--- src/rtl/ptzkb_pkg.sv ---
// Package for the PTZ keyboard frame decoder: frame constants, result codes
// and the decoded-result struct shared by the decoder and top level.
// No dependencies.
package ptzkb_pkg;

  localparam int unsigned FRAME_CELLS = 5;   // frame bytes 2..6

  localparam logic [7:0] SYNC_BYTE     = 8'hff;
  localparam logic [7:0] CMD_SWITCH    = 8'h11;
  localparam logic [7:0] CMD_PTZ       = 8'h21;
  localparam logic [7:0] CMD_REGISTER  = 8'h41;
  localparam logic [7:0] ZOOM_IN_CODE  = 8'h40;
  localparam logic [7:0] ZOOM_OUT_CODE = 8'h80;
  localparam logic [6:0] STEP_MASK     = 7'h7f;

  // byte positions within a frame
  localparam logic [2:0] POS_HUNT  = 3'd0;
  localparam logic [2:0] POS_FIRST = 3'd1;
  localparam logic [2:0] POS_CMD   = 3'd2;
  localparam logic [2:0] POS_CSUM  = 3'd7;

  // message type codes
  localparam logic [1:0] MSG_SWITCH  = 2'd0;
  localparam logic [1:0] MSG_PTZ     = 2'd1;
  localparam logic [1:0] MSG_UNKNOWN = 2'd2;

  // ptz flag bit positions
  localparam int unsigned FLAG_STOP     = 0;
  localparam int unsigned FLAG_ZOOM_IN  = 1;
  localparam int unsigned FLAG_ZOOM_OUT = 2;
  localparam int unsigned FLAG_LEFT     = 3;
  localparam int unsigned FLAG_RIGHT    = 4;
  localparam int unsigned FLAG_UP       = 5;
  localparam int unsigned FLAG_DOWN     = 6;

  // cell 0 holds the newest byte (frame byte 6), cell 4 the command
  typedef logic [FRAME_CELLS-1:0][7:0] frame_t;

  typedef struct packed {
    logic [1:0] msg_type;
    logic [7:0] camera;
    logic [7:0] monitor;
    logic [6:0] pan_step;
    logic [6:0] tilt_step;
    logic [6:0] ptz_flags;
    logic       checksum_ok;
    logic       register_request;
    logic       deliver;
  } result_t;

endpackage

--- src/rtl/ptz_keyboard_frame_decoder_core.sv ---
// PTZ keyboard frame decoder: one received byte per word, one decoded command
// per 8-byte frame (sync 0xff, address, command, data 3..6, checksum).
// Throughput: one byte word per cycle, but for a stalled eighth byte. The result
// word is registered and valid in the cycle after the frame's eighth byte is accepted.
// A held result only stalls an eighth byte; other bytes keep flowing.
// Reset (rst_n low, synchronous): hunt for sync, clear sum, lock off, no result.
module ptz_keyboard_frame_decoder_core
  import ptzkb_pkg::*;
(
  input  logic       clk,
  input  logic       rst_n,
  // byte input channel
  input  logic       in_valid,
  output logic       in_ready,
  input  logic [7:0] in_rx_byte,
  // configuration write channel (locked register)
  input  logic       cfg_valid,
  output logic       cfg_ready,
  input  logic       cfg_locked,
  // decoded result channel
  output logic       out_valid,
  input  logic       out_ready,
  output logic [1:0] out_msg_type,
  output logic [7:0] out_camera,
  output logic [7:0] out_monitor,
  output logic [6:0] out_pan_step,
  output logic [6:0] out_tilt_step,
  output logic [6:0] out_ptz_flags,
  output logic       out_checksum_ok,
  output logic       out_register_request,
  output logic       out_deliver
);

  // ---------------------------------------------------------------------------
  // Control state
  // ---------------------------------------------------------------------------
  logic [2:0] pos_r, pos_nxt;        // 0 hunting, 1..7 next frame byte
  logic [7:0] sum_r, sum_nxt;        // sum of frame bytes 1..6 mod 256
  logic       locked_r, locked_nxt;
  logic       out_valid_r, out_valid_nxt;
  result_t    res_r, res_nxt;

  logic       in_fire;
  logic       last_byte;
  logic       shift_en;
  frame_t     frame;
  result_t    dec_result;

  // An eighth byte needs a free output slot; every other byte is always taken.
  assign last_byte = (pos_r == POS_CSUM);
  assign in_ready  = !last_byte || !out_valid_r || out_ready;
  assign in_fire   = in_valid && in_ready;

  // Shift frame bytes 2..6 into the cell chain.
  assign shift_en  = in_fire && (pos_r >= POS_CMD) && !last_byte;

  // Configuration is always taken.
  assign cfg_ready = 1'b1;

  // ---------------------------------------------------------------------------
  // Frame byte chain: cell 0 takes the new byte, each cell hands to the next
  // ---------------------------------------------------------------------------
  for (genvar i = 0; i < FRAME_CELLS; i++) begin : g_cell
    logic [7:0] cell_d;
    if (i == 0) begin : g_head
      assign cell_d = in_rx_byte;
    end else begin : g_link
      assign cell_d = frame[i-1];
    end
    ptzkb_cell u_cell (
      .clk      (clk),
      .shift_en (shift_en),
      .d_in     (cell_d),
      .q_out    (frame[i])
    );
  end

  // ---------------------------------------------------------------------------
  // Decode on the checksum byte
  // ---------------------------------------------------------------------------
  ptzkb_decode u_decode (
    .frame     (frame),
    .sum       (sum_r),
    .csum_byte (in_rx_byte),
    .locked    (locked_r),
    .result    (dec_result)
  );

  // ---------------------------------------------------------------------------
  // Next state
  // ---------------------------------------------------------------------------
  always_comb begin
    pos_nxt       = pos_r;
    sum_nxt       = sum_r;
    locked_nxt    = locked_r;
    out_valid_nxt = out_valid_r;
    res_nxt       = res_r;

    if (cfg_valid && cfg_ready) begin
      locked_nxt = cfg_locked;
    end

    // drop the held result once taken
    if (out_valid_r && out_ready) begin
      out_valid_nxt = 1'b0;
    end

    if (in_fire) begin
      if (pos_r == POS_HUNT) begin
        // hunt: only the sync byte opens a frame
        if (in_rx_byte == SYNC_BYTE) begin
          pos_nxt = POS_FIRST;
          sum_nxt = 8'd0;
        end
      end else if (last_byte) begin
        // checksum byte: emit and go back to hunting
        pos_nxt       = POS_HUNT;
        res_nxt       = dec_result;
        out_valid_nxt = 1'b1;
      end else begin
        // bytes 1..6 (a 0xff here is plain data)
        sum_nxt = sum_r + in_rx_byte;
        pos_nxt = pos_r + 3'd1;
      end
    end
  end

  always_ff @(posedge clk) begin
    if (!rst_n) begin
      pos_r       <= POS_HUNT;
      sum_r       <= 8'd0;
      locked_r    <= 1'b0;
      out_valid_r <= 1'b0;
    end else begin
      pos_r       <= pos_nxt;
      sum_r       <= sum_nxt;
      locked_r    <= locked_nxt;
      out_valid_r <= out_valid_nxt;
    end
  end

  // result payload carries no reset
  always_ff @(posedge clk) begin
    res_r <= res_nxt;
  end

  // ---------------------------------------------------------------------------
  // Outputs
  // ---------------------------------------------------------------------------
  assign out_valid            = out_valid_r;
  assign out_msg_type         = res_r.msg_type;
  assign out_camera           = res_r.camera;
  assign out_monitor          = res_r.monitor;
  assign out_pan_step         = res_r.pan_step;
  assign out_tilt_step        = res_r.tilt_step;
  assign out_ptz_flags        = res_r.ptz_flags;
  assign out_checksum_ok      = res_r.checksum_ok;
  assign out_register_request = res_r.register_request;
  assign out_deliver          = res_r.deliver;

endmodule

--- src/rtl/ptzkb_cell.sv ---
// One byte cell of the frame shift chain: takes its neighbor's byte on shift.
// Depends on nothing.
module ptzkb_cell (
  input  logic       clk,
  input  logic       shift_en,
  input  logic [7:0] d_in,
  output logic [7:0] q_out
);

  logic [7:0] byte_r;
  logic [7:0] byte_nxt;

  always_comb begin
    byte_nxt = shift_en ? d_in : byte_r;
  end

  always_ff @(posedge clk) begin
    byte_r <= byte_nxt;
  end

  assign q_out = byte_r;

endmodule

--- src/rtl/ptzkb_decode.sv ---
// Command decoder: turns the collected frame bytes, running sum and checksum
// byte into one result. Depends on ptzkb_pkg.
module ptzkb_decode
  import ptzkb_pkg::*;
(
  input  frame_t      frame,
  input  logic [7:0]  sum,
  input  logic [7:0]  csum_byte,
  input  logic        locked,
  output result_t     result
);

  logic [7:0] cmd, b3, b4, b5, b6;
  logic [6:0] pan, tilt;

  assign cmd = frame[4];
  assign b3  = frame[3];
  assign b4  = frame[2];
  assign b5  = frame[1];
  assign b6  = frame[0];
  assign pan  = b5[6:0] & STEP_MASK;
  assign tilt = b6[6:0] & STEP_MASK;

  always_comb begin
    result = '0;
    result.msg_type         = MSG_UNKNOWN;
    result.camera           = b4;
    result.checksum_ok      = (sum == csum_byte);
    result.register_request = (cmd == CMD_REGISTER);
    result.deliver          = ~locked;
    unique case (cmd)
      CMD_SWITCH: begin
        result.msg_type = MSG_SWITCH;
        result.monitor  = b5;
      end
      CMD_PTZ: begin
        result.msg_type  = MSG_PTZ;
        result.pan_step  = pan;
        result.tilt_step = tilt;
        result.ptz_flags[FLAG_STOP]     = (b3 == 8'd0) && (b5 == 8'd0) && (b6 == 8'd0);
        result.ptz_flags[FLAG_ZOOM_IN]  = (b3 == ZOOM_IN_CODE);
        result.ptz_flags[FLAG_ZOOM_OUT] = (b3 == ZOOM_OUT_CODE);
        result.ptz_flags[FLAG_LEFT]     = (pan != 7'd0) && !b5[7];
        result.ptz_flags[FLAG_RIGHT]    = (pan != 7'd0) && b5[7];
        result.ptz_flags[FLAG_UP]       = (tilt != 7'd0) && !b6[7];
        result.ptz_flags[FLAG_DOWN]     = (tilt != 7'd0) && b6[7];
      end
      default: begin
        result.msg_type = MSG_UNKNOWN;
      end
    endcase
  end

endmodule

--- config.mk ---
export PLATFORM = sky130hd
export DESIGN_NAME = ptz_keyboard_frame_decoder_core
export DESIGN_NICKNAME = d
export VERILOG_FILES = /design/src/rtl/ptzkb_pkg.sv /design/src/rtl/ptz_keyboard_frame_decoder_core.sv /design/src/rtl/ptzkb_cell.sv /design/src/rtl/ptzkb_decode.sv
export SDC_FILE = /design/constraint.sdc
export NUM_CORES = 1
export LEC_CHECK = 0
export CORE_ASPECT_RATIO = 1.75
export CORE_UTILIZATION = 54
export CTS_BUF_LIST = sky130_fd_sc_hd__clkbuf_8
export DETAILED_ROUTE_END_ITERATION = 10
export DONT_BUFFER_PORTS = 1
export PLACE_DENSITY = 0.72
export SLEW_MARGIN = 20
export SYNTH_ARGS = -nofsm -noshare
export SYNTH_HDL_FRONTEND = slang
export SYNTH_SLANG_ARGS = --single-unit
--- constraint.sdc ---
create_clock -name clk -period 9.47 [get_ports clk]
set_input_delay 0.4735 -clock clk [delete_from_list [all_inputs] [get_ports clk]]
set_output_delay 0.4735 -clock clk [all_outputs]
set_load 0.1 [all_outputs]
# After elaboration in Yosys (flattened, before gate mapping)
# Cells that the tools add are included.
[op_classes] addsub=2 n_mul=0 n_div=0 n_lt_le_gt_ge=1 eq_ne=10 shifts=0 mux=11 n_bitwise=2 reduce_logical=25
[ops] cell="8-bit logical NOT" count=3
[ops] cell="8-bit two-way mux" count=3
[ops] cell="8-bit by 7-bit == test with 1-bit output (second input constant)" count=2
[ops] cell="8-bit == test (second input constant)" count=2
[ops] cell="7-bit nonzero test" count=2
[ops] cell="1-bit logical AND" count=10
[ops] cell="3-bit two-way mux" count=3
[ops] cell="8-bit adder" count=1
[ops] cell="8-bit by 5-bit == test with 1-bit output (second input constant)" count=1
[ops] cell="8-bit by 6-bit == test with 1-bit output (second input constant)" count=1
[ops] cell="8-bit == test" count=1
[ops] cell="3-bit AND reduction" count=2
[ops] cell="1-bit logical NOT" count=4
[ops] cell="1-bit two-way mux" count=4
[ops] cell="2-bit by 1-bit inequality test with 1-bit output (second input constant)" count=2
[ops] cell="2-bit one-hot mux with 2 select lines" count=1
[ops] cell="3-bit by 1-bit adder with 3-bit output (second input constant)" count=1
[ops] cell="3-bit == test (second input constant)" count=1
[ops] cell="3-bit by 2-bit >= comparator with 1-bit output (second input constant)" count=1
[ops] cell="3-bit logical NOT" count=1
[ops] cell="1-bit logical OR" count=2
[ops] cell="1-bit inverter" count=2
[ops] cell="2-bit AND reduction" count=1
[word_totals] register_bits=95 latch_bits=0 ram_bits=0 mem_bits_ro=0 in_bits=14 out_inout_bits=45 mem_count=0

# Longest topological paths before layout
[depth] word_depth=7 ltp_mapped=8

# Modules after synthesis
# From an unflattened synthesis, not the netlist that was laid out.
[hier_totals] hier_cells=271 hier_area_um2=3930.0
[by_module_without_submodules] mod="ptz_keyboard_frame_decoder_core" instances=1 cells_each=157 area_per_inst_um2=2200.9 seq_area_each_um2=1521.5
[by_module_without_submodules] mod="ptzkb_cell" instances=5 cells_each=8 area_per_inst_um2=240.2 seq_area_each_um2=240.2
[by_module_without_submodules] mod="ptzkb_decode" instances=1 cells_each=74 area_per_inst_um2=528.0 seq_area_each_um2=0.0

# Worst setup path before layout
# No wires, ideal clock.
[synth_timing] kind="reg-to-reg" start="register pos_r[0]" end="register g_cell[0].u_cell.byte_r[0] (enable)" setup_time_ps=495 arrival_ps=3745 setup_slack_ps=5229 path_stages_with_launch=4 n_path_buf=0 synth_period_minus_slack_ps=4241 path_cell_list="dfxtp_1 > ha_1 > ha_1 > nor3b_1"
[synth_via] elab_chain_len=7 word_cells_on_any_way=8
[synth_rtl] element="start: declaration" line_no="ptz_keyboard_frame_decoder_core.sv:37" rtl="logic [2:0] pos_r, pos_nxt;"
[synth_rtl] element="start signal: assignment" line_no="ptz_keyboard_frame_decoder_core.sv:135" rtl="pos_r <= pos_nxt;"
[synth_rtl] element="3-bit == test" line_no="ptz_keyboard_frame_decoder_core.sv:50" rtl="assign last_byte = (pos_r == POS_CSUM);"
[synth_rtl] element="1-bit logical NOT" line_no="ptz_keyboard_frame_decoder_core.sv:51, ptz_keyboard_frame_decoder_core.sv:55"
[synth_rtl] element="1-bit logical OR (2 in a row)" line_no="ptz_keyboard_frame_decoder_core.sv:51" rtl="assign in_ready = !last_byte || !out_valid_r || out_ready;"
[synth_rtl] element="1-bit logical AND" line_no="ptz_keyboard_frame_decoder_core.sv:52" rtl="assign in_fire = in_valid && in_ready;"
[synth_rtl] element="1-bit logical AND" line_no="ptz_keyboard_frame_decoder_core.sv:55" rtl="assign shift_en = in_fire && (pos_r >= POS_CMD) && !last_byte;"
[synth_rtl] element="1-bit logical AND (*)" line_no="ptz_keyboard_frame_decoder_core.sv:55"
[synth_rtl] element="named net g_cell[0].u_cell.shift_en" line_no="ptzkb_cell.sv:5" rtl="input logic shift_en,"
[synth_rtl] element="end signal: assignment" line_no="ptzkb_cell.sv:18" rtl="byte_r <= byte_nxt;"
[synth_rtl] element="end: declaration" line_no="ptzkb_cell.sv:10" rtl="logic [7:0] byte_r;"
# Mark *: on every way through the listed nets, which the timed path passes. The rest lies on a longest branch.
# A chain may end at the register's enable or synchronous reset.

# Final worst setup path
[layout_timing] start="register out_valid_r, in the netlist out_valid" end="register out_valid_r, in the netlist out_valid"
[layout_via] elab_chain_len=5 word_cells_on_any_way=9
[layout_rtl] element="start: declaration" line_no="ptz_keyboard_frame_decoder_core.sv:40" rtl="logic out_valid_r, out_valid_nxt;"
[layout_rtl] element="start signal: assignment" line_no="ptz_keyboard_frame_decoder_core.sv:138" rtl="out_valid_r <= out_valid_nxt;"
[layout_rtl] element="1-bit logical NOT" line_no="ptz_keyboard_frame_decoder_core.sv:51"
[layout_rtl] element="1-bit logical OR (2 in a row)" line_no="ptz_keyboard_frame_decoder_core.sv:51"
[layout_rtl] element="named net in_ready" line_no="ptz_keyboard_frame_decoder_core.sv:14" rtl="output logic in_ready,"
[layout_rtl] element="1-bit logical AND" line_no="ptz_keyboard_frame_decoder_core.sv:52"
[layout_rtl] element="1-bit two-way mux" line_no="ptz_keyboard_frame_decoder_core.sv:108" rtl="if (in_fire) begin"
# The timed path passes the listed nets, and every way through them passes these cells.

==> metrics.md <==
| Metric | Value |
|---|---|
| Share of post-route cells with drive strength above 1 | `under 10%` |
| Max frequency | `276 MHz` |
| Max Cap Viol | `0` |
| Worst hold path cell count | `0` |
| R2r endpoint | `out_valid` |
| Quantity of gates resized following cts | `0` |
| Largest net degree at the start of global routing | `44` |
| Routed vias | `about 2000` |
| CTS tree | `done` |
| Fin area | `4110 sq um` |
| Number of flops mapped to enable cells by yosys | `82` |
| Total global routing overflow | `0` |
| RSZ-0062 raised after global routing | `no` |
| Chip width | `64.8 um` |
| HPWL after DPL | `approximately 4.4 mm` |
| Final setup TNS | `0 ns` |
| Post-synth top area cell | `edfxtp_1` |
| I/O Buffers | `0` |
| ANT cells | `0` |
| Root Driver | `clkbuf_8` |
| R2R cell count | `4` |
| M1 GR Usage | `between 10% and 20%` |
| Commonest register cell after synthesis | `edfxtp_1` |
| Internal power | `approximately 0.00066 W` |
| CP endpoint kind | `register` |
| Most Used Layer, Global Route | `met2` |
| # DRC | `0` |
| P_sw | `about 0.00014 W` |
| Worst-Margin Slew | `roughly 1.1 ns` |
| Worst vdd ir | `between 80 and 90 uV` |
| Initial Utilization | `56.6%` |
| Hold_sp | `in_rx_byte[5]` |
| Clock slew at reported path FFs | `0.09 ns` |
| Final setup fails | `0` |
| Critical path class | `register to register` |
| Fin crit period | `3.62 ns` |
| Clk_skew | `0.0117 ns` |
| Total power per unit cell area | `195 nW/um^2` |
| Via density | `5.78` |
| Mean Syn Cell Area | `about 15 sq um` |
| Synth warn | `0` |
| Final Net Count | `around 290` |
| Hold/Removal Path Class | `primary input to register` |
| Cell Area, Placed | `3830 sq um` |
| Startpoint Class | `register` |
| Core Rows | `39` |
| Core area | `around 6600 sq um` |
| Clk buf depth | `2` |
| Starting DRC count in detailed routing | `172` |
| Final slew viol count | `0` |
| Vias in the first global route | `2038` |
| Pleak | `~1.3 nW` |
| Global placer's final weighted congestion | `0.809` |
| Critical Path RT | `approximately 9.7 ns` |
| Syn-to-layout area delta | `10.1%` |
| Max_slew headroom | `26.2%` |
| Post-synthesis cell count | `250` |
| Die span in y | `112 um` |
| Detailed Routing Iterations Pass 1 | `4` |
| Clk pwr share | `approximately 43%` |
| Final period util | `38.2%` |
| Switching share of power | `17.4%` |
| Setup Fix Bufs, Post-CTS | `0` |
| Commonest non-fill, non-tap cells in the layout | `edfxtp_1 (82), and2_1 (23), nor2_1 (13), dfxtp_1 (13), ha_1 (11)` |
| Clk_lat worst skew | `around 0.35 ns` |
| Initial antenna violation count | `0` |
| Register area share after synthesis | `73.0%` |
| First-pass GRT wire length | `9.86 mm` |
| Combinational share of power | `approximately 1.5%` |
| CTS Sinks | `95` |
| Reg-to-reg setup timing slack | `5.85 ns` |
| FF-to-FF Start | `out_valid` |
| Synth top area cells | `edfxtp_1 (66%), dfxtp_1 (7.0%), and2_1 (3.9%), ha_1 (3.7%), nor4_1 (1.3%)` |
| CTS Buf Count | `9` |
| Fin. Hold Viols | `0` |
| Top fanout value on the critical path | `43` |
| Met2 GRT Util | `around a third` |
| Final core utilization | `~62%` |
| Library cells used by synthesis | `45` |
| WP data arrival | `3.87 ns` |
| Post-synth top area share | `66.0%` |
| CTS Hold Bufs | `0` |
| Num ports | `59` |
| Met3 global-route usage | `between 4 and 5%` |
| Post-route ant nets | `0` |
| Post-synth ARST share | `0%` |
| Syn nets | `276` |
| Hold Path End | `g_cell[0].u_cell.q_out[5]` |
| Register bit total from synthesis | `95` |
| Per-cell routed wire length | `18.2 um` |
| WL final | `6.31 mm` |
| Total die area | `7260 sq um` |
| H-tree lvl count | `3` |
| Total GRT Usage | `18.8%` |
| Mapped Area | `3730 sq um` |
| Share of power burned in registers | `56.0%` |
| Commonest non-fill, non-tap cell in the layout | `edfxtp_1` |
| Outcome | `finished clean` |
==> state kept, by name (all words and copies together), names as in the netlist, 2 cells and up <==
name	count
pos_r	3
out_monitor	8
sum_r	8
out_pan_step	7
out_ptz_flags	7
out_tilt_step	7
out_camera	8
g_cell.u_cell.q_out	40
out_msg_type	2
==> logic make-up (layout without fill, tap and decap cells) <==
family	after synthesis	count (layout)	synth area share, %
other	1	1	0.101
XOR/XNOR	4	4	0.939
flip-flops	95	95	73.0
buffers and inverters	13	27	1.41
adder cells (fa/ha/maj)	12	12	4.23
AND/OR/NAND/NOR	90	90	14.1
multiplexers	3	3	0.839
AO/OA/AOI/OAI	32	32	5.37
==> cell type report <==
cell class | instances | area (sq um)
Tap cell | 82 | 103
Fill cell | 498 | 2480
Clock inverter | 6 | 133
Sequential cell | 95 | 2720
Timing Repair Buffer | 2 | 15.0
Multi-Input combinational cell | 142 | 961
Clock buffer | 10 | 138
Inverter | 9 | 33.8
==> through the flow <==
stage | power, W | std cells | hold slack (ns) | worst slack (ns)
finish | 0.000800 | 346 | 0.217 | 5.85
global route | 0.000822 | 346 | 0.191 | 5.75
CTS | 0.000808 | 346 | 0.198 | 5.83
detailed placement | 0.000470 | 330 | 0.434 | 5.86
global placement | 0.000470 | 330 | 0.424 | 5.89
floorplan | 0.000468 | 250 | 0.421 | 5.23
==> critical path: stages (launching register included) <==
cell,delay (ns)
dfxtp_1,0.97
nand3b_1,1.05
and2_1,0.60
and3_2,0.57
o21a_1,0.31
==> power by group through the flow <==
stage               Combinational (W)  Clock, W  Sequential [W]
global route                0.0000127  0.000360        0.000449
detailed placement          0.0000115         0        0.000458
finish                      0.0000116  0.000340        0.000449
global placement            0.0000114         0        0.000458
CTS                         0.0000116  0.000347        0.000449
floorplan                  0.00000993         0        0.000458
==> Yosys cell counts, types with 2 or more instances <==
| cell type | instances |
|---|---|
| nor3_1 | 6 |
| and2_1 | 23 |
| o21a_1 | 2 |
| nor4_1 | 8 |
| clkbuf_1 | 3 |
| a21oi_1 | 9 |
| nor3b_1 | 3 |
| nor4b_2 | 2 |
| nand2_1 | 10 |
| nand4_1 | 3 |
| a31oi_1 | 2 |
| nor2b_1 | 3 |
| o21ai_0 | 9 |
| and3_1 | 4 |
| inv_1 | 8 |
| ha_1 | 11 |
| nand3_1 | 4 |
| or3_1 | 2 |
| edfxtp_1 | 82 |
| mux2i_1 | 2 |
| dfxtp_1 | 13 |
| nand2b_1 | 2 |
| a22oi_1 | 2 |
| nor2_1 | 13 |
| xnor2_1 | 3 |
| or4_1 | 2 |
==> layer usage <==
| layer | share of wire, % | vias to the layer above |
|---|---|---|
| li1 | - | 956 |
| met2 | 56 | 66 |
| met5 | 0 | - |
| met1 | 36 | 966 |
| met4 | 3.3 | 0 |
| met3 | 4.9 | 13 |
==> how the worst max path moves through the flow <==
stage	from	to	slack [ns]
floorplan	pos_r[0]	g_cell[0].u_cell.q_out[0]	5.23
global placement	out_valid	out_valid	5.89
detailed placement	out_valid	out_valid	5.86
CTS	out_valid	out_valid	5.83
global route	out_valid	out_valid	5.75
finish	out_valid	out_valid	5.85
Note: power is estimated with default switching activity, not from simulation.
